--- config.mk ---
export PLATFORM = sky130hd
export DESIGN_NAME = hctbp_fifo
export DESIGN_NICKNAME = d
export VERILOG_FILES = /design/src/rtl/hctbp_pkg.sv /design/src/rtl/hctbp_fifo.sv
export SDC_FILE = /design/constraint.sdc
export NUM_CORES = 1
export LEC_CHECK = 0
export BUFFER_PORTS_ARGS = -buffer_cell sky130_fd_sc_hd__clkbuf_2
export CAP_MARGIN = 25
export CORE_MARGIN = 8
export CORE_UTILIZATION = 55
export DETAILED_ROUTE_END_ITERATION = 10
export PLACE_DENSITY = 0.76
export SYNTH_ARGS = -nofsm -noshare
export SYNTH_HDL_FRONTEND = slang
export SYNTH_SLANG_ARGS = --single-unit
export TNS_END_PERCENT = 1
--- constraint.sdc ---
create_clock -name clk -period 3.8 [get_ports clk]
set_input_delay 0 -clock clk [delete_from_list [all_inputs] [get_ports clk]]
set_output_delay 0 -clock clk [all_outputs]
set_load 0.005 [all_outputs]
--- src/rtl/hctbp_pkg.sv ---
// Shared types and constants for the Huffman code table and bit packer.
package hctbp_pkg;

  localparam int SYMBOL_COUNT = 256;
  localparam int SYM_W        = 8;
  localparam int CODE_W       = 32;
  localparam int LEN_W        = 6;
  localparam int MAX_CODE_LEN = 32;
  localparam int LEN_LIMIT    = (MAX_CODE_LEN < CODE_W) ? MAX_CODE_LEN : CODE_W;
  localparam int BYTE_W       = 8;
  localparam int RES_W        = 3;
  localparam int RES_MAX_W    = 7;
  localparam int ACC_W        = CODE_W + RES_MAX_W;
  localparam int TOT_W        = 6;
  localparam int Q_DEPTH      = 4;
  localparam int Q_PTR_W      = 2;

  typedef enum logic [1:0] {
    KIND_LOAD   = 2'd0,
    KIND_ENCODE = 2'd1,
    KIND_FLUSH  = 2'd2
  } kind_t;

  typedef struct packed {
    kind_t              kind;
    logic [SYM_W-1:0]   symbol;
    logic [CODE_W-1:0]  code_bits;
    logic [LEN_W-1:0]   code_length;
  } in_item_t;

  typedef struct packed {
    logic [BYTE_W-1:0] packed_byte;
    logic              last_of_run;
  } out_item_t;

  typedef struct packed {
    logic [CODE_W-1:0] code;
    logic [LEN_W-1:0]  len;
  } entry_t;

  localparam int ENTRY_W = $bits(entry_t);

  typedef struct packed {
    logic              flush;
    logic [CODE_W-1:0] code;
    logic [LEN_W-1:0]  len;
  } cmd_t;

endpackage

--- src/rtl/hctbp_fifo.sv ---
// Short command queue between front end and packer.
module hctbp_fifo (
  input  logic            clk,
  input  logic            rst_n,
  input  logic            push,
  input  hctbp_pkg::cmd_t din,
  output logic            full,
  input  logic            pop,
  output hctbp_pkg::cmd_t dout,
  output logic            empty
);

  hctbp_pkg::cmd_t                 mem_r [hctbp_pkg::Q_DEPTH];
  logic [hctbp_pkg::Q_PTR_W-1:0]   wr_ptr_r;
  logic [hctbp_pkg::Q_PTR_W-1:0]   rd_ptr_r;
  logic [hctbp_pkg::Q_PTR_W:0]     count_r;

  assign full  = (count_r == (hctbp_pkg::Q_PTR_W+1)'(hctbp_pkg::Q_DEPTH));
  assign empty = (count_r == '0);
  assign dout  = mem_r[rd_ptr_r];

  always_ff @(posedge clk) begin
    if (!rst_n) begin
      wr_ptr_r <= '0;
      rd_ptr_r <= '0;
      count_r  <= '0;
    end else begin
      if (push) begin
        wr_ptr_r <= wr_ptr_r + 1'b1;
      end
      if (pop) begin
        rd_ptr_r <= rd_ptr_r + 1'b1;
      end
      if (push && !pop) begin
        count_r <= count_r + 1'b1;
      end else if (pop && !push) begin
        count_r <= count_r - 1'b1;
      end
    end
    if (push) begin
      mem_r[wr_ptr_r] <= din;
    end
  end

endmodule

=== Word-level counts from Yosys, hierarchy flattened ===
Memories as Yosys holds them, arrays and structs flattened. A register that Yosys moved wholly into a read port is not among the register bits.
Index checks and enable logic that the tools add are counted.

* Register bits after elaboration: 7
* RAM bits: 156
* Output and inout port bits: 41
* Word-level logic and storage cells: 21
* Memories: 1

{| class="wikitable"
|+ Memory list
! name !! depth !! bits a word !! read ports !! clocked after memory_dff !! wr ports !! RTL line !! text
|-
| mem_r || 4 || 39 || 1 || 1 || 1 || hctbp_fifo.sv:13 || <nowiki>hctbp_pkg::cmd_t mem_r [hctbp_pkg::Q_DEPTH];</nowiki>
|}

* Add/sub/neg operators: 4
* Equal/unequal tests: 1
* Muxes and demuxes: 6
* Reduce and logical (&&, ||, !) cells: 6

{| class="wikitable"
|+ Operators with widths
! kind !! count
|-
| two-way mux 3 bit || 2
|-
| adder 2 x 1 -> 2 bit, second input constant || 2
|-
| two-way mux 2 bit || 2
|-
| adder 3 x 1 -> 3 bit, second input constant || 1
|-
| equality test 3 bit, second input constant || 1
|-
| logical NOT 3 bit || 1
|-
| subtractor 3 x 1 -> 3 bit, second input constant || 1
|-
| logical AND 1 bit || 2
|-
| logical NOT 1 bit || 2
|-
| two-way mux 1 bit || 2
|-
| nonzero test 2 bit || 1
|}

=== Depth between registers and ports, before layout ===
Gate-level depths: netlist of run 1.

* Depth after elaboration: 4
* Mapped depth: 7
* Gate-level depth less buffers: 7

=== Worst setup path before layout of run 1 ===
OpenSTA, ideal clock, no wires.

* Path type: reg-to-reg
* Start point: register wr_ptr_r[0] (netlist name)
* End point: memory mem_r[2][0] (netlist name) (enable)
* Setup time: 0.400 ns
* Arrival: 1.487 ns
* Data required time: 3.400 ns
* Setup slack: 1.913 ns
* Stages on the path, launching flop included: 4
* Buffers on the path: 0
* Period minus slack after synthesis: 1.887 ns
* Cells stage by stage: dfxtp_1 -> inv_1 -> ha_1 -> and2_1

{| class="wikitable"
|+ RTL lines
! what !! RTL line !! text
|-
| from (decl) || hctbp_fifo.sv:14 || <nowiki>logic [hctbp_pkg::Q_PTR_W-1:0] wr_ptr_r;</nowiki>
|-
| from (signal assigned) || hctbp_fifo.sv:29 || <nowiki>wr_ptr_r <= wr_ptr_r + 1'b1;</nowiki>
|-
| to (decl) || hctbp_fifo.sv:13 ||
|}

No word-level cell before the write port.

==> results of run 1 <==
-- cell usage after synthesis --
cell type	count	area, µm²
edfxtp_1	156	4680
mux4_2	39	878
and2_1	9	56.3
dfxtp_1	9	180
ha_1	5	62.6
inv_1	4	15.0
xor2_1	3	26.3
buf_2	2	10.0
buf_4	2	15.0
buf_6	2	22.5
clkbuf_1	2	7.51
mux2i_1	2	20.0
nor2b_1	2	12.5
xnor2_1	2	17.5
a21boi_0	1	7.51
fa_1	1	20.0
nand2_1	1	3.75
nor3_1	1	5.00
nor3b_1	1	7.51
o21ai_0	1	5.00
or3_1	1	6.26
-- metrics by stage --
step	instances	util, %
global route	539	71.1
global placement	461	61.2
finish	539	71.1
floorplan	246	-
CTS	534	70.2
detailed placement	461	61.2
-- final cells by class --
| class | count | area (µm²) | area share [%] |
|---|---|---|---|
| Multi-Input combinational cell | 69 | 1130 | 14.8 |
| Sequential cell | 165 | 4870 | 63.5 |
| Tap cell | 140 | 175 | 2.28 |
| Clock buffer | 19 | 422 | 5.50 |
| Inverter | 4 | 15.0 | 0.196 |
| Clock inverter | 11 | 111 | 1.45 |
| Timing Repair Buffer | 131 | 946 | 12.3 |
-- worst paths after layout --
check,to,from,depth (start not counted)
setup / recovery,dout[26],flip-flop,2
setup reg to reg,mem_r[1][21],wr_ptr_r[0],3
hold reg to reg,count_r[2],count_r[2],2
hold / removal,mem_r[0][30],din[30],2
-- registers in the layout, indices dropped and copies added, names as in the netlist, named ones only --
signal / flops
mem_r: 156
wr_ptr_r: 2
count_r: 3
rd_ptr_r: 2
-- per-layer routing --
metal	GRT usage, %	share of wire, %
met2	26.1	51
met1	17.3	41
met3	5.54	7.0
met5	0	0
met4	5.62	1.3
-- kinds of logic after synthesis --
kind of cell             count (synthesis)  synth area share (%)
XOR/XNOR                                 5                 0.722
multiplexers                            41                  14.8
adder cells (fa/ha/maj)                  6                  1.36
flip-flops                             165                  80.2
buffers and inverters                   12                  1.16
AO/OA/AOI/OAI                            2                 0.206
AND/OR/NAND/NOR                         15                  1.51
-- cells in the final DEF (no fill, tap or decap), types with 3 or more instances in the layout --
cell	n
inv_1	4
mux4_2	39
and2_1	5
clkbuf_16	16
clkinv_2	4
clkbuf_2	83
buf_12	5
ha_1	5
dlygate4sd3_1	43
dfxtp_1	7
and2_2	4
xor2_1	3
edfxtp_1	156
-- power by group through the flow --
stage / logic [mW] / registers, mW / clock network (mW)
2_1_floorplan: 0.214 / 2.15 / 0
3_3_place_gp: 0.319 / 2.19 / 0
3_5_place_dp: 0.328 / 2.19 / 0
4_1_cts: 0.364 / 2.16 / 1.57
5_1_grt: 0.412 / 2.15 / 1.65
6_report: 0.378 / 2.14 / 1.55
==> flow_summary.yaml, run 1 <==
outcome:
  status: "finished, final reports clean"
synth:
  yosys_warnings: 0
  ys_types: 21
  syn_area_mm2: 0.00606
  netlist_instances: 246
  yosysSeqAreaShare_pct: 80.2
  postSynthAreaPerCell_um2: 24.6
  syn_nets: 295
  synth_seq_cells: 165
worst_setup_path:
  critPathSlowestCell: "dfxtp_4"
  critPathTopFamily: "flip-flops"
  crit_fanout: 39
  cp-start-kind: "flip-flop"
  crit_chain: "mux4_2 -> clkbuf_2"
  end_kind: "output port"
  cp.arrival_ns: 2.17
  critPathBufInv: 1
  worstSetupPathType: "reg2out"
  cp_data_required_time_ns: 3.80
  reg2reg_slack_ns: 2.24
  slowest_delay_ns: 0.86
global_routing:
  grt_pass1_vias: 3252
  grt_max_degree: 40
  grt_usage_pct: 15.3
  antenna_found_initial: 0
  grt_pass1_wl_um: 16500
  grt_overflow: 0
detailed_routing:
  drc_errors: 0
  wirelength_um: 10400
  drt_iter0_drc: 154
  drt_pass1_iterations: 4
  wl_per_cell_um: 19.3
  vias_per_cell: 5.29
  num_vias: 2852
  antenna_left: 0
clock_tree:
  cts_buffers: 17
  insertion_delay_ns: 0.52
  root_buffer: "clkbuf_8"
  clock_sinks: 165
  clockBufferDepth: 2
  post_cts_buffers: 0
  cts_tree: "yes"
  ctsHoldBuffers: 43
  htreeDepth: 4
  post_cts_resized: 0
  clkSlewWorstSetupHoldPaths_ns: 0.07
timing:
  holdWs_ns: 0.240
  setup_violations: 0
  relSlewSlack_pct: 47.9
  drv_slew: 0
  rsz0062_at_grt: "no"
  skew_ns: 0.00567
  setup_ws_ns: 1.63
  fin_crit_sh_pct: 57.1
  fmax_mhz: 461
  final_hold_viol_count: 0
  tns_ns: 0
  period_needed_ns: 2.17
  tightest_slew_ns: 0.782
power_and_ir_drop:
  internal_power_mw: 3.22
  p_seq_share_pct: 52.6
  switchingPower_uw: 845
  sw_frac_of_total_pct: 20.8
  power_density_mw_per_mm2: 530
  p_comb_share_pct: 9.3
  p_leak_nw: 2.68
  vdd.ir_drop.worst_mv: 0.337
  totalPowerFinal_mw: 4.06
  pwr-share-clk_pct: 38.0
placement:
  io_buffers: 83
  pre_cts_slack_ns: 1.96
  place_area_mm2: 0.00661
  gp_congestion: 0.662
  hpwl_um: 6130
cells_and_area:
  area_growth_pct: 26.5
  fillers: 642
  drive_gt1_share_pct: 39.8
  layout.nets: 437
  stdcell_area_mm2: 0.00767
  antenna_cells: 0
floorplanning:
  design.core.area_mm2: 0.0108
  dieWidth_um: 121
  num_rows: 38
  fp.dieH_um: 121
  dieArea_mm2: 0.0146
  start_util_pct: 56.2
  io-pin-count: 84
job:
  maxCapViolCount: 0
min_path:
  hold_path_class: "in2reg"
Power figures use the tool's default switching activity.
==> inputs of run 2 (changes only) <==
- clock period: 3.8 -> 2.2 ns (I/O delays scaled with it)
==> run 2 against run 1 <==
Net effect: clock skew up 0.0011 ns; highest routed layer unchanged; non-clock buffer count up 5; sequential share of layout area down 0.77 points; combinational power up 84%.
==> flow_summary.yaml, run 2 (synthesized netlist as in run 1, its figures left out) <==
global_routing:
  grt_max_degree: 40
  grt_overflow: 0
  grt_pass1_wl_um: 17600
  antenna_found_initial: 0
  grt_pass1_vias: 3354
  grt_usage_pct: 16.0
cells_and_area:
  layout.cells.most_common_list: "edfxtp_1, clkbuf_2, dlygate4sd3_1"
  layout.nets: 442
  final_common_cell: "edfxtp_1"
  area_growth_pct: 28.1
  max_flop_register: "mem_r"
  largestRegisters: "mem_r: 156 flops, count_r: 3 flops"
  largest_reg_flops: 156
  antenna_cells: 0
  drive_gt1_share_pct: 40.9
  stdcell_area_mm2: 0.00777
outcome:
  status: "finished, final reports clean"
timing:
  tns_ns: 0
  relSlewSlack_pct: 68.8
  period_needed_ns: 1.93
  drv_slew: 0
  setup_ws_ns: 0.267
  fin_crit_sh_pct: 87.9
  skew_ns: 0.00674
  tightest_slew_ns: 0.468
  setup_violations: 0
  final_hold_viol_count: 0
  holdWs_ns: 0.240
  fmax_mhz: 517
  rsz0062_at_grt: "no"
worst_setup_path:
  reg2reg_depth: 4
  r2r-end: "mem_r[2][3]"
  cp_data_required_time_ns: 2.20
  end_kind: "output port"
  cp-start-kind: "flip-flop"
  crit_fanout: 23
  reg2reg_slack_ns: 0.65
  cp.arrival_ns: 1.93
  r2r-start: "wr_ptr_r[0]"
  worstSetupPathType: "reg2out"
placement:
  gp_congestion: 0.665
  place_area_mm2: 0.00669
  hpwl_um: 6360
  pre_cts_slack_ns: 0.328
  io_buffers: 83
floorplanning:
  design.core.area_mm2: 0.0108
  dieArea_mm2: 0.0146
  io-pin-count: 84
  dieWidth_um: 121
  fp.dieH_um: 121
  num_rows: 38
  start_util_pct: 56.2
clock_tree:
  ctsHoldBuffers: 43
  insertion_delay_ns: 0.51
  clkSlewWorstSetupHoldPaths_ns: 0.06
  cts_buffers: 17
  clock_sinks: 165
  clockBufferDepth: 2
  root_buffer: "clkbuf_8"
  cts_tree: "yes"
  post_cts_resized: 0
  post_cts_buffers: 0
  htreeDepth: 4
power_and_ir_drop:
  p_leak_nw: 2.74
  switchingPower_mw: 1.50
  pwr-share-clk_pct: 40.3
  totalPowerFinal_mw: 7.32
  power_density_mw_per_mm2: 942
  p_comb_share_pct: 9.5
  p_seq_share_pct: 50.2
  sw_frac_of_total_pct: 20.5
  vdd.ir_drop.worst_mv: 0.586
  internal_power_mw: 5.82
min_path:
  hold_end: "mem_r[0][29]"
  min_from: "din[29]"
  hold_path_class: "in2reg"
  holdPathStages: 2
detailed_routing:
  drt_iter0_drc: 162
  antenna_left: 0
  wirelength_um: 10800
  drc_errors: 0
  wl_per_cell_um: 19.8
  vias_per_cell: 5.32
  drt_pass1_iterations: 4
  num_vias: 2903
job:
  maxCapViolCount: 0
run 2: cell types whose count changed in the layout (fill, tap and decap cells not counted):
| cell | change |
|---|---|
| clkinv_2 | -2 |
| buf_12 | -1 |
| bufinv_16 | +2 |
| buf_4 | +6 |
| clkinv_1 | +1 |
| clkbuf_1 | -1 |
| clkinv_4 | +3 |
| clkinvlp_4 | -1 |
run 2: stage by stage:
stage	utilization, %	std cells
finish	72.0	546
global route	72.0	546
CTS	71.6	544
detailed placement	62.0	469
global placement	62.0	469
floorplan	-	246
run 2: layout make-up:
cell class | instances | area (µm²)
clock buffer | 18 | 418
clock inverter | 14 | 184
fill | 616 | 3030
inverter | 4 | 15.0
multi-input combinational | 69 | 1130
sequential | 165 | 4870
tap | 140 | 175
timing repair buffer | 136 | 971
run 2: routing by layer:
layer  track usage (%)  wire [µm]  part of all wire (%)
met5                 0          0                     0
met4              5.23        106                  0.98
met3              5.35        641                   5.9
met2              26.4       5470                    51
met1              19.5       4600                    43
run 2: how the worst max path moves through the flow:
stage,start,end,slack (ns),cells past startpoint
2_1_floorplan,wr_ptr_r[0],mem_r[2][0],0.31,3
3_3_place_gp,wr_ptr_r[0],mem_r[0][19],0.40,3
3_5_place_dp,wr_ptr_r[0],mem_r[0][11],0.33,3
4_1_cts,flip-flop,dout[12],0.20,3
5_1_grt,flip-flop,dout[34],0.17,3
6_report,flip-flop,dout[12],0.27,3
run 2: power by group through the flow:
stage / clock network [mW] / registers (mW) / logic [mW]
floorplan: 0 / 3.71 / 0.369
global placement: 0 / 3.73 / 0.618
detailed placement: 0 / 3.74 / 0.631
CTS: 3.01 / 3.68 / 0.698
global route: 3.12 / 3.69 / 0.762
finish: 2.95 / 3.67 / 0.696
run 2: critical path: stages (launching register included):
cell      delay [ns]
dfxtp_4         0.46
buf_12          0.25
mux4_2          0.57
clkbuf_2        0.14
==> inputs of run 3 (changes only) <==
- CORE_UTILIZATION: 55 -> 40
- PLACE_DENSITY: 0.76 -> unset
- PLACE_DENSITY_LB_ADDON: unset -> 0.12
==> run 3 against run 2 <==
Net effect: die area increased by 32%; sequential power about the same; worst setup slack improved by 0.025 ns; largest cell class unchanged; via count decreased by 0.21%; first-iteration DRC count increased by 12%.
==> flow_summary.yaml, run 3 (synthesized netlist as in run 1, its figures left out) <==
floorplanning:
  fp.dieH_um: 139
  num_rows: 45
  dieArea_mm2: 0.0194
  io-pin-count: 84
  dieWidth_um: 139
  design.core.area_mm2: 0.0150
  start_util_pct: 40.3
power_and_ir_drop:
  p_leak_nw: 2.74
  power_density_mw_per_mm2: 931
  vdd.ir_drop.worst_mv: 0.582
  totalPowerFinal_mw: 7.30
worst_setup_path:
  cp.arrival_ns: 1.91
  crit_chain: "buf_4 -> mux4_2 -> clkbuf_2"
  cp_data_required_time_ns: 2.20
  critPathTopFamily: "flip-flops"
  critPathSlowestCell: "dfxtp_4"
  worstSetupPathType: "reg2out"
  critPathBufInv: 2
  end_kind: "output port"
  crit_fanout: 17
  slowest_delay_ns: 0.56
  cp-start-kind: "flip-flop"
global_routing:
  antenna_found_initial: 0
  grt_overflow: 0
  grt_max_degree: 40
  grt_pass1_vias: 3193
  grt_pass1_wl_um: 17600
  grt_usage_pct: 12.1
clock_tree:
  clkSlewWorstSetupHoldPaths_ns: 0.06
  cts_buffers: 17
  htreeDepth: 4
  root_buffer: "clkbuf_16"
  post_cts_buffers: 0
  clock_sinks: 165
  clockBufferDepth: 2
  cts_tree: "yes"
  insertion_delay_ns: 0.41
detailed_routing:
  drt_iter0_drc: 181
  wl_met3_um: 374
  drc_errors: 0
  highest_layer: "met4"
  met1_length_um: 4960
  drt_pass1_iterations: 4
  wl_per_cell_um: 18.6
  num_vias: 2897
  antenna_left: 0
  wirelength_um: 11100
  vias_per_cell: 4.88
  met2_wirelength_um: 5520
cells_and_area:
  largestRegisters: "mem_r: 156 flops, count_r: 3 flops"
  final_core_util_pct: 52.2
  area_growth_pct: 29.4
  final_common_cell: "edfxtp_1"
  largest_reg_flops: 156
  drive_gt1_share_pct: 40.9
  max_flop_register: "mem_r"
  antenna_cells: 0
  layout.nets: 442
  layout.cells.most_common_list: "edfxtp_1, clkbuf_2, dlygate4sd3_1"
  stdcell_area_mm2: 0.00784
timing:
  setup_ws_ns: 0.291
  fmax_mhz: 524
  skew_ns: 0.00662
  tightest_slew_ns: 0.380
  tns_ns: 0
  fin_crit_sh_pct: 86.8
  final_hold_viol_count: 0
  setup_violations: 0
  relSlewSlack_pct: 74.6
  rsz0062_at_grt: "no"
  period_needed_ns: 1.91
  drv_slew: 0
placement:
  gp_congestion: 0.668
  hpwl_um: 7080
  io_buffers: 83
  pre_cts_slack_ns: 0.655
  place_area_mm2: 0.00682
outcome:
  status: "finished, final reports clean"
job:
  maxCapViolCount: 0
min_path:
  hold_path_class: "in2reg"
==> run 3: path summary, 6_finish.rpt <==
path	to	cells after the start	slack (ns)	from
max	dout[1]	3	0.29	flip-flop
min	mem_r[2][0]	2	0.34	din[0]
max reg2reg	mem_r[0][24]	4	0.66	wr_ptr_r[0]
min reg2reg	count_r[2]	2	0.51	count_r[2]
==> run 3: metal layers <==
metal  vias to the layer above  GRT usage, %
met5                         -             0
met4                         0          5.37
met3                        15          3.58
met2                        57          20.4
li1                       1329             -
met1                      1496          14.2
==> run 3: per-stage QoR <==
stage          instances  hold WS, ns
6_report             594        0.341
5_1_grt              594        0.346
4_1_cts              594        0.334
3_5_place_dp         519        0.226
3_3_place_gp         519        0.222
2_1_floorplan        246       0.0989
==> run 3: layout make-up <==
| class | count | area [µm²] |
|---|---|---|
| repair buffers | 136 | 996 |
| multi-input cells | 69 | 1130 |
| flip-flops and latches | 165 | 4870 |
| inverters | 4 | 15.0 |
| clock inverters | 10 | 130 |
| well taps | 188 | 235 |
| fillers | 1205 | 7190 |
| clock buffers | 22 | 464 |
==> run 3: power by group <==
| part | internal [mW] | switching, mW |
|---|---|---|
| registers | 3.60 | 0.0638 |
| clock network | 1.83 | 1.10 |
| logic | 0.387 | 0.320 |
==> run 3: repair_timing <==
action,in CTS,in global routing
hold endpoints to repair,165,0
hold buffers,43,0
gates resized for setup,0,0
