==> config.mk <==
export PLATFORM = sky130hd
export DESIGN_NAME = hctbp_back
export DESIGN_NICKNAME = d
export VERILOG_FILES = /design/src/rtl/hctbp_pkg.sv /design/src/rtl/hctbp_back.sv
export SDC_FILE = /design/constraint.sdc
export NUM_CORES = 1
export LEC_CHECK = 0
export BUFFER_PORTS_ARGS = -buffer_cell sky130_fd_sc_hd__buf_2
export CAP_MARGIN = 10
export CELL_PAD_IN_SITES_DETAIL_PLACEMENT = 1
export CELL_PAD_IN_SITES_GLOBAL_PLACEMENT = 1
export CORE_MARGIN = 10
export CORE_UTILIZATION = 41
export DETAILED_ROUTE_END_ITERATION = 8
export PLACE_DENSITY = 0.75
export SYNTH_ARGS = -nofsm -noshare
export SYNTH_HDL_FRONTEND = slang
export SYNTH_SLANG_ARGS = --single-unit
==> constraint.sdc <==
create_clock -name clk -period 2.8 [get_ports clk]
set_input_delay 0.7 -clock clk [delete_from_list [all_inputs] [get_ports clk]]
set_output_delay 0.7 -clock clk [all_outputs]
set_load 0.01 [all_outputs]
==> src/rtl/hctbp_pkg.sv <==
// Shared types and constants for the Huffman code table and bit packer.
package hctbp_pkg;

  localparam int SYMBOL_COUNT = 256;
  localparam int SYM_W        = 8;
  localparam int CODE_W       = 32;
  localparam int LEN_W        = 6;
  localparam int MAX_CODE_LEN = 32;
  localparam int LEN_LIMIT    = (MAX_CODE_LEN < CODE_W) ? MAX_CODE_LEN : CODE_W;
  localparam int BYTE_W       = 8;
  localparam int RES_W        = 3;
  localparam int RES_MAX_W    = 7;
  localparam int ACC_W        = CODE_W + RES_MAX_W;
  localparam int TOT_W        = 6;
  localparam int Q_DEPTH      = 4;
  localparam int Q_PTR_W      = 2;

  typedef enum logic [1:0] {
    KIND_LOAD   = 2'd0,
    KIND_ENCODE = 2'd1,
    KIND_FLUSH  = 2'd2
  } kind_t;

  typedef struct packed {
    kind_t              kind;
    logic [SYM_W-1:0]   symbol;
    logic [CODE_W-1:0]  code_bits;
    logic [LEN_W-1:0]   code_length;
  } in_item_t;

  typedef struct packed {
    logic [BYTE_W-1:0] packed_byte;
    logic              last_of_run;
  } out_item_t;

  typedef struct packed {
    logic [CODE_W-1:0] code;
    logic [LEN_W-1:0]  len;
  } entry_t;

  localparam int ENTRY_W = $bits(entry_t);

  typedef struct packed {
    logic              flush;
    logic [CODE_W-1:0] code;
    logic [LEN_W-1:0]  len;
  } cmd_t;

endpackage

==> src/rtl/hctbp_back.sv <==
// Packer: bit accumulator, byte extraction and output register.
module hctbp_back (
  input  logic                 clk,
  input  logic                 rst_n,
  input  hctbp_pkg::cmd_t      q_cmd,
  input  logic                 q_empty,
  output logic                 q_pop,
  output hctbp_pkg::out_item_t out_item,
  output logic                 out_empty,
  input  logic                 out_pop
);

  logic [hctbp_pkg::ACC_W-1:0]      acc_r;
  logic [hctbp_pkg::ACC_W-1:0]      acc_nxt;
  logic [hctbp_pkg::TOT_W-1:0]      total_r;
  logic [hctbp_pkg::TOT_W-1:0]      total_nxt;
  logic                             ob_valid_r;
  hctbp_pkg::out_item_t             ob_item_r;
  logic                             out_ready;
  logic                             have_byte;
  logic                             emit;
  logic [hctbp_pkg::TOT_W-1:0]      rest_total;
  logic                             rest_small;
  logic [hctbp_pkg::ACC_W-1:0]      byte_sh;
  logic [hctbp_pkg::RES_W-1:0]      res_cnt;
  logic [hctbp_pkg::RES_MAX_W-1:0]  res_bits;
  logic [hctbp_pkg::BYTE_W-1:0]     pad;

  assign out_ready  = !ob_valid_r || out_pop;
  assign have_byte  = (total_r >= hctbp_pkg::TOT_W'(hctbp_pkg::BYTE_W));
  assign emit       = have_byte && out_ready;
  assign rest_total = total_r - hctbp_pkg::TOT_W'(hctbp_pkg::BYTE_W);
  assign rest_small = (rest_total < hctbp_pkg::TOT_W'(hctbp_pkg::BYTE_W));
  assign byte_sh    = acc_r >> rest_total;

  // next command may load while the last byte of the current one goes out
  assign q_pop = !q_empty && (!have_byte || (emit && rest_small));

  assign res_cnt  = have_byte ? rest_total[hctbp_pkg::RES_W-1:0] :
                                total_r[hctbp_pkg::RES_W-1:0];
  assign res_bits = acc_r[hctbp_pkg::RES_MAX_W-1:0] &
                    ~({hctbp_pkg::RES_MAX_W{1'b1}} << res_cnt);
  assign pad      = {1'b0, res_bits} << (4'd8 - {1'b0, res_cnt});

  always_comb begin
    acc_nxt   = acc_r;
    total_nxt = total_r;
    if (q_pop) begin
      if (q_cmd.flush) begin
        acc_nxt   = hctbp_pkg::ACC_W'(pad);
        total_nxt = (res_cnt != '0) ? hctbp_pkg::TOT_W'(hctbp_pkg::BYTE_W) : '0;
      end else begin
        acc_nxt   = (hctbp_pkg::ACC_W'(res_bits) << q_cmd.len) |
                    hctbp_pkg::ACC_W'(q_cmd.code);
        total_nxt = hctbp_pkg::TOT_W'(res_cnt) + q_cmd.len;
      end
    end else if (emit) begin
      total_nxt = rest_total;
    end
  end

  always_ff @(posedge clk) begin
    if (!rst_n) begin
      acc_r      <= '0;
      total_r    <= '0;
      ob_valid_r <= 1'b0;
    end else begin
      acc_r   <= acc_nxt;
      total_r <= total_nxt;
      if (out_ready) begin
        ob_valid_r <= emit;
      end
    end
    if (emit) begin
      ob_item_r.packed_byte <= byte_sh[hctbp_pkg::BYTE_W-1:0];
      ob_item_r.last_of_run <= rest_small;
    end
  end

  assign out_item  = ob_item_r;
  assign out_empty = !ob_valid_r;

endmodule

Yosys cells after proc, flatten, opt, wreduce, memory -nomap -nowiden --
Index checks and enable logic that the tools add are counted. Widths: inputs -> output; s select.
Cells by class: add/sub/neg operators 3, magnitude comparators 2, shift-type cells 4, mux-type cells 6, bitwise logic cells 3, reduce and logical (&&, ||, !) cells 10
Operators by type and width (number):
- $mux 39 | 1
- $or 39x32->39 | 1
- $shl 7x6->39 | 1
- $shr 39x6->8 | 1
- $mux 6 | 3
- $shl 7x4->8 | 1
- $and 7x7->7 | 1
- $not 7->7 | 1
- $shl 7x3->7 const A | 1
- $add 3x6->6 | 1
- $ge 6x4->1 const B | 1
- $lt 6x4->1 const B | 1
- $sub 6x4->6 const B | 1
- $mux 4 | 1
- $sub 4x3->4 const A | 1
- $logic_and 1x1->1 | 3
- $logic_not 1->1 | 3
- $mux 3 | 1
- $reduce_bool 3->1 | 1
- $logic_or 1x1->1 | 2
- $reduce_bool 2->1 | 1
Word-level totals: register bits 55, input port bits 43, word-level logic and storage cells 33

Longest topological paths before layout --
Gate-level depths: netlist (run 1).
depth in word-level cells 8, depth in mapped cells 13, mapped depth without buffers 9

Worst setup path after synthesis (run 1) --
Ideal clock, no wire load.
path type reg2out, from register total_r[3] in the netlist's numbering, to output port q_pop, arrival 2.252 ns, required time 2.100 ns, path slack -0.152 ns, cell stages (with the launch flop) 12, buffers on the path 5, cells stage by stage dfxtp_1 buf_2 inv_1 clkbuf_1 ha_1 clkbuf_1 and2_0 a32o_1 buf_6 nand2_4 inv_2 buf_2
Between the ends: cells in the longest elaborated chain, start to end 5
RTL lines:
- from (decl) | line hctbp_back.sv:15 | logic [hctbp_pkg::TOT_W-1:0] total_r;
- from (signal assigned) | line hctbp_back.sv:69 | total_r <= total_nxt;
- $sub 6x4->6 or $ge 6x4->1 (tied branches) | line hctbp_back.sv:32, hctbp_back.sv:30
- $lt 6x4->1 or $logic_and 1x1->1 (tied branches) | line hctbp_back.sv:33, hctbp_back.sv:31
- $logic_and 1x1->1 | line hctbp_back.sv:37 | assign q_pop = !q_empty && (!have_byte || (emit && rest_small));
- $logic_or 1x1->1 * | line hctbp_back.sv:37
- $logic_and 1x1->1 * | line hctbp_back.sv:37
- to (decl) | line hctbp_back.sv:7 | output logic q_pop,
Mark *: on every way between the ends. The rest lies on a longest branch, timed or not.

Final worst setup path (run 1) --
from register total_r[2] in the netlist's numbering, to output port q_pop
Same word-level chain as after synthesis.

==> impl_results.md, run 1 <==
- Area Overhead vs Synth: 11.0%
- Global route hottest layer: met2
- Fin crit period: 2.62 ns
- Hold_sp: acc_r[31]$_SDFFE_PN0P_
- Vias in the first global route: about 5200
- # diodes: 0
- Height of the chip: ~130 microns
- Slew Viols, Final: 0
- Clock buffer count from CTS: 5
- Via Count: around 5000
- Reg2reg start: total_r[0]$_SDFFE_PN0P_
- R2R cell count: 9
- Yosys reg bits: between 50 and 60
- Finish-stage setup viols: 0
- First-pass GRT wire length: approximately 30000 microns
- Number of cell rows: 40
- Period utilisation layout: between 90% and 100%
- Max_cap viols: 0
- Clk_skew: around 0.010 ns
- Cell area after placement: ~5400 sq um
- Initial antenna violation count: 0
- Startpoint type of the worst setup path: flop
- R2R Setup Slk: between 0.15 and 0.2 ns
- Worst vdd ir: ~300 uV
- Leading area contributor after synthesis: dfxtp_1
- Primary FF master, synth: dfxtp_1
- Die width: 131 microns
- CP required: 2.10 ns
- Critical path's slowest cell: or4b_4
- Mapped Area: a little over 5000 sq um
- Core area: 12000 sq um
- Worst-path clk slew: 0.08 ns
- Final setup TNS: 0 ns
- WP data arrival: around 1.9 ns
- Crit path largest cell delay: between 0.6 and 0.7 ns
- Layout cells sized above 1: a little under a quarter
- Top-area cell type share of the netlist area: between 10% and 20%
- Starting DRT DRC Count: 458
- CTS tree: done
- GR Overflow Total: 0
- Gr usage total: around 23%
- Leak pwr: a little over 2 nW
- Commonest non-fill, non-tap cell in the layout: nand2_1
- Max Clock Freq: ~380 MHz
- Antenna Nets Post-Route: 0
- Least-Margin Pin Slew: ~0.76 ns
- Top cells by area, synth: dfxtp_1 (18%), mux4_2 (15%), mux2i_1 (5.7%)
- Drt total wl: 19100 microns
- Met2 Usage GRT: about 38%
- Post-synthesis sequential area ratio: about a quarter
- Starting density of the core: between 40% and 50%
- Critical Path End Type: output port
- Post-DP HPWL: between 10000 and 15000 microns
- Power Density: 734 nW/um^2
- Worst Hold Class: reg -> reg
- Delay-heaviest family, CP: simple AND/OR/NAND/NOR gates
- Post-route design area: around 5600 sq um
- CP max FO: 9
- CP Buf/Inv Count: 2
- Syn Area/Cell: 8.67 sq um
- Drt wl/cell: 24.9 microns
- Ys Warns: 0
- Clk root buf: clkbuf_16
- Met3 usage: approximately 3.6%
- # Post-CTS Setup Buffers: 0
- RSZ-0062 raised after global routing: no
- Die area: around 17000 sq um
- CP Cell Sequence: or4b_4, a32o_1, nand2_4, inv_2, buf_2
- GP Congestion: between 0.9 and 1
- CP Class: reg -> out
- Post-route DRC: 0
- Synth Instances: a little under 600
- Endpoints failing hold: 0
- Cts repair resizes: 0
- Post-synth EDFFs: 9
- Grt met1 use: 29.1%
- CTS Buffer Depth: 2
- Ports: 54
- Status: finished, final reports clean
- Final net count: between 600 and 700
- H-tree levels: 2
- Hold Path Depth: 2
- Async S/R FF share, synth: 0%
- FILL cells: between 1000 and 1500
- Hold Path End: acc_r[31]$_SDFFE_PN0P_
- Total iterations of the first detailed-routing run: 7
- CTS sink count: 55
- Post-synthesis cell type count: about 70
- Input/output buffers: 53
- Slew HR: between 40% and 50%
- Post-synth net total: 635
- Reg2reg end: acc_r[28]$_SDFFE_PN0P_
- Largest net degree at the start of global routing: 54
- Hold-fix buffers, CTS: 0
- Most frequent cells in the layout: nand2_1 (57), buf_2 (53), o21ai_0 (46)
- Skew-Pair Late Insertion Delay: about 0.32 ns
- Via density: ~6.6
==> how the worst max path moves through the flow <==
stage | from | endpoint | slack (ns) | cells past startpoint
after floorplan | total_r[3]$_SDFFE_PN0N_ | q_pop | 0.02 | 11
after global placement | q_cmd[0] | acc_r[30]$_SDFFE_PN0P_ | 0.22 | 6
after detailed placement | q_cmd[0] | acc_r[22]$_SDFFE_PN0P_ | 0.18 | 6
after CTS | total_r[3]$_SDFFE_PN0N_ | q_pop | 0.1 | 7
after global routing | total_r[0]$_SDFFE_PN0P_ | acc_r[28]$_SDFFE_PN0P_ | 0.02 | 9
final | total_r[2]$_SDFFE_PN0P_ | q_pop | 0.18 | 5
==> flip-flops by register name, summed over array words and instances (netlist names) <==
signal	cells
acc_r	39
out_item	9
total_r	6
ob_valid_r	1
==> layout make-up <==
class / instances / area [sq um] / area share, %
Multi-Input combinational cell: 458 / 3520 / 62.9
Inverter: 18 / 67.6 / 1.21
Sequential cell: 55 / 1190 / 21.3
Timing Repair Buffer: 79 / 473 / 8.44
Tap cell: 147 / 184 / 3.28
Clock inverter: 3 / 33.8 / 0.603
Clock buffer: 5 / 125 / 2.23
==> tightest hold or removal path, stage by stage (launching register included) <==
cell and delay [ns]:
dfxtp_1 0.34, nand2_1 0.06, a31oi_1 0.06
==> where the power goes <==
part	switching, mW	internal (mW)	total, mW
clock network	0.353	0.348	0.700
logic	1.33	0.855	2.18
registers	0.203	1.03	1.23
==> cell families after synthesis <==
family	Yosys count	share of synthesized area, %
AO/OA/AOI/OAI	188	25.1
buffers and inverters	69	6.59
multiplexers	72	22.9
flip-flops	55	23.6
AND/OR/NAND/NOR	184	18.3
XOR/XNOR	4	0.843
adder cells (fa/ha/maj)	10	2.63
==> layer usage <==
layer,up-vias,part of all wire (%)
li1,2326,-
met4,0,2.6
met2,140,49
met5,-,0
met3,30,4.5
met1,2548,44
==> per-stage QoR <==
step	setup slack, ns	utilization [%]	cells	power, mW	hold WS [ns]
floorplan	0.0223	-	582	2.76	0.454
global placement	0.222	45.3	757	3.34	0.499
detailed placement	0.183	45.3	757	3.41	0.493
CTS	0.0968	46.6	765	4.13	0.505
global route	0.0218	46.6	765	4.40	0.556
finish	0.181	46.6	765	4.11	0.505
==> cells in the mapped netlist (all sizes together), types with 3 or more instances <==
| library cell | n |
|---|---|
| nor2b | 12 |
| or4 | 3 |
| o31ai | 8 |
| mux4 | 34 |
| clkbuf | 21 |
| a21o | 5 |
| o22ai | 10 |
| a31oi | 15 |
| mux2i | 29 |
| nand4 | 5 |
| nand2 | 58 |
| nand2b | 6 |
| o2111ai | 4 |
| nor3 | 19 |
| nand3 | 21 |
| ha | 9 |
| dfxtp | 46 |
| mux2 | 9 |
| nor2 | 28 |
| a22oi | 10 |
| inv | 17 |
| xnor2 | 3 |
| and2 | 8 |
| o211ai | 12 |
| a21boi | 4 |
| and3 | 12 |
| a211oi | 15 |
| o21ai | 47 |
| buf | 30 |
| a21oi | 25 |
| a32oi | 7 |
| o21a | 4 |
| edfxtp | 9 |
(Power assumes the default switching activity.)
==> run 2, diff against run 1 <==
==> constraint.sdc (replaced) <==
create_clock -name clk -period 2.8 [get_ports clk]
set_input_delay 0.14 -clock clk [delete_from_list [all_inputs] [get_ports clk]]
set_output_delay 0.14 -clock clk [all_outputs]
set_load 0.1 [all_outputs]
==> run 2 against run 1 <==
Against the previous run:
- sequential power hardly changed
- non-clock buffer count decreased by 5
- final cell count is 0.65% lower
- worst setup slack improved by 0.048 ns
- via count is 0.61% higher
- wire length up 0.98%
- sequential cell count stayed put
- first-iteration DRC count fell by 5.7%
- count of clock-buffer cells in the layout did not move
- final area decreased by 0.38%
- largest power group unchanged
==> impl_results.md, run 2 (synthesized netlist as in run 1, its figures left out) <==
- H-tree levels: 2 (unchanged)
- RSZ-0062 raised after global routing: no (unchanged)
- Starting DRT DRC Count: 432 (was 458)
- CP max FO: 26 (was 9)
- Worst vdd ir: 430 uV (was 300 uV)
- First-pass GRT wire length: 30200 microns (was 29900 microns)
- CTS tree: done (unchanged)
- Core area: 12000 sq um (unchanged)
- Ports: 54 (unchanged)
- Input/output buffers: 53 (unchanged)
- CTS sink count: 55 (unchanged)
- WP data arrival: 2.43 ns (was 1.92 ns)
- Slew HR: 48.0% (was 49.0%)
- Total iterations of the first detailed-routing run: 4 (was 7)
- Via Count: 5075 (was 5044)
- Critical path launch point: total_r[3]$_SDFFE_PN0N_ (was total_r[2]$_SDFFE_PN0P_)
- CP Class: reg -> out (unchanged)
- Critical Path End Type: output port (unchanged)
- Post-route design area: 5580 sq um (was 5600 sq um)
- Max_cap viols: 0 (unchanged)
- Clk_skew: 0.0185 ns (was 0.0100 ns)
- Least-Margin Pin Slew: 0.773 ns (was 0.758 ns)
- Drt total wl: 19200 microns (was 19100 microns)
- Worst Setup EP: q_pop (unchanged)
- Drt wl/cell: 25.3 microns (was 24.9 microns)
- Final setup TNS: 0 ns (unchanged)
- Clock buffer count from CTS: 5 (unchanged)
- Final net count: 665 (was 670)
- Clk root buf: clkbuf_16 (unchanged)
- Endpoints failing hold: 0 (unchanged)
- Commonest non-fill, non-tap cell in the layout: nand2_1 (unchanged)
- Via density: 6.68 (was 6.59)
- Skew-Pair Late Insertion Delay: 0.32 ns (about the same)
- Post-route DRC: 0 (unchanged)
- R2R cell count: 9 (unchanged)
- Initial antenna violation count: 0 (unchanged)
- Largest net degree at the start of global routing: 51 (was 54)
- Biggest register: acc_r (unchanged)
- Post-DP HPWL: 15100 microns (was 15000 microns)
- Die width: 131 microns (unchanged)
- Starting density of the core: 42.0% (unchanged)
- CP required: 2.66 ns (was 2.10 ns)
- Worst-path clk slew: 0.09 ns (was 0.08 ns)
- Gr usage total: 22.8% (was 22.6%)
- Worst Hold Class: in -> reg (was reg -> reg)
- FILL cells: 1443 (was 1431)
- Cell area after placement: 5420 sq um (was 5440 sq um)
- Reg2reg start: total_r[1]$_SDFFE_PN0P_ (was total_r[0]$_SDFFE_PN0P_)
- Finish-stage setup viols: 0 (unchanged)
- # diodes: 0 (unchanged)
- R2R Setup Slk: 0.24 ns (was 0.19 ns)
- Most frequent cells in the layout: nand2_1 (57), buf_2 (52), o21ai_0 (46) (was nand2_1 (57), buf_2 (53), o21ai_0 (46))
- Die area: 17200 sq um (unchanged)
- CTS Buffer Depth: 2 (unchanged)
- Antenna Nets Post-Route: 0 (unchanged)
- Startpoint type of the worst setup path: flop (unchanged)
- Area Overhead vs Synth: 10.6% (was 11.0%)
- Max FFs per register: 39 (unchanged)
- Period utilisation layout: 91.8% (was 93.5%)
- Power Density: 836 nW/um^2 (was 734 nW/um^2)
- GR Overflow Total: 0 (unchanged)
- Status: finished, final reports clean (unchanged)
- Leak pwr: 1.99 nW (was 2.02 nW)
- Number of cell rows: 40 (unchanged)
- Hold-fix buffers, CTS: 0 (unchanged)
- GP Congestion: 0.920 (was 0.944)
- Layout cells sized above 1: 22.3% (was 23.1%)
- Fin crit period: 2.57 ns (was 2.62 ns)
- Vias in the first global route: 5136 (was 5237)
- Hold_sp: q_cmd[15] (was acc_r[31]$_SDFFE_PN0P_)
- Slew Viols, Final: 0 (unchanged)
- Height of the chip: 131 microns (unchanged)
- Reg2reg end: acc_r[14]$_SDFFE_PN0P_ (was acc_r[28]$_SDFFE_PN0P_)
- Max Clock Freq: 389 MHz (was 382 MHz)
-- run 2: worst max-delay path: stages, from the launching register on --
cell and delay, ns:
dfxtp_1 0.41, inv_1 0.10, ha_1 0.30, and2_0 0.32
a32o_1 0.32, nand2_4 0.14, inv_4 0.30, buf_12 0.22
-- run 2: worst min-delay path by stage --
| stage | endpoint | depth (start not counted) | slack [ns] |
|---|---|---|---|
| after floorplan | total_r[4]$_SDFFE_PN0N_ | 2 | 0.28 |
| after global routing | acc_r[29]$_SDFFE_PN0P_ | 3 | 0.07 |
| final | acc_r[9]$_SDFFE_PN0P_ | 3 | 0.06 |
| after CTS | acc_r[25]$_SDFFE_PN0P_ | 3 | 0.06 |
| after detailed placement | acc_r[25]$_SDFFE_PN0P_ | 3 | 0.39 |
| after global placement | acc_r[29]$_SDFFE_PN0P_ | 3 | 0.38 |
-- run 2: final cells by class --
cell class	instances	area [sq um]	share of cell area, %
sequential	55	1190	21.4
clock inverter	3	33.8	0.605
clock buffer	5	125	2.24
inverter	18	70.1	1.26
tap	147	184	3.30
multi-input combinational	458	3520	63.1
timing repair buffer	74	450	8.07
-- run 2: metrics by stage --
step	instances	setup WS, ns	hold slack, ns	total power, mW	util [%]
3_3_place_gp	752	0.347	0.376	3.87	45.1
5_1_grt	760	0.0895	0.0704	4.93	46.5
2_1_floorplan	582	0.0545	0.278	3.27	-
3_5_place_dp	752	0.290	0.390	3.94	45.1
6_report	760	0.229	0.0557	4.66	46.5
4_1_cts	760	0.104	0.0602	4.64	46.4
-- run 2: timing repair --
item                                    in CTS  in global routing
endpoints found under the setup margin       0                  1
endpoints found under the hold margin        0                  0
setup buffers                                0                  0
resized for setup                            0                  2
-- run 2: power breakdown --
group	total (mW)	switching (mW)	internal, mW
Clock	0.701	0.354	0.348
Combinational	2.74	1.87	0.866
Sequential	1.23	0.197	1.03
Total	4.66	2.42	2.24
-- run 2: routing by layer --
layer	part of all wire, %	global-route usage [%]	up-vias
met1	44	29.9	2550
li1	-	-	2314
met4	1.6	5.23	0
met2	49	38.4	184
met3	5.4	3.71	27
met5	0	0	-
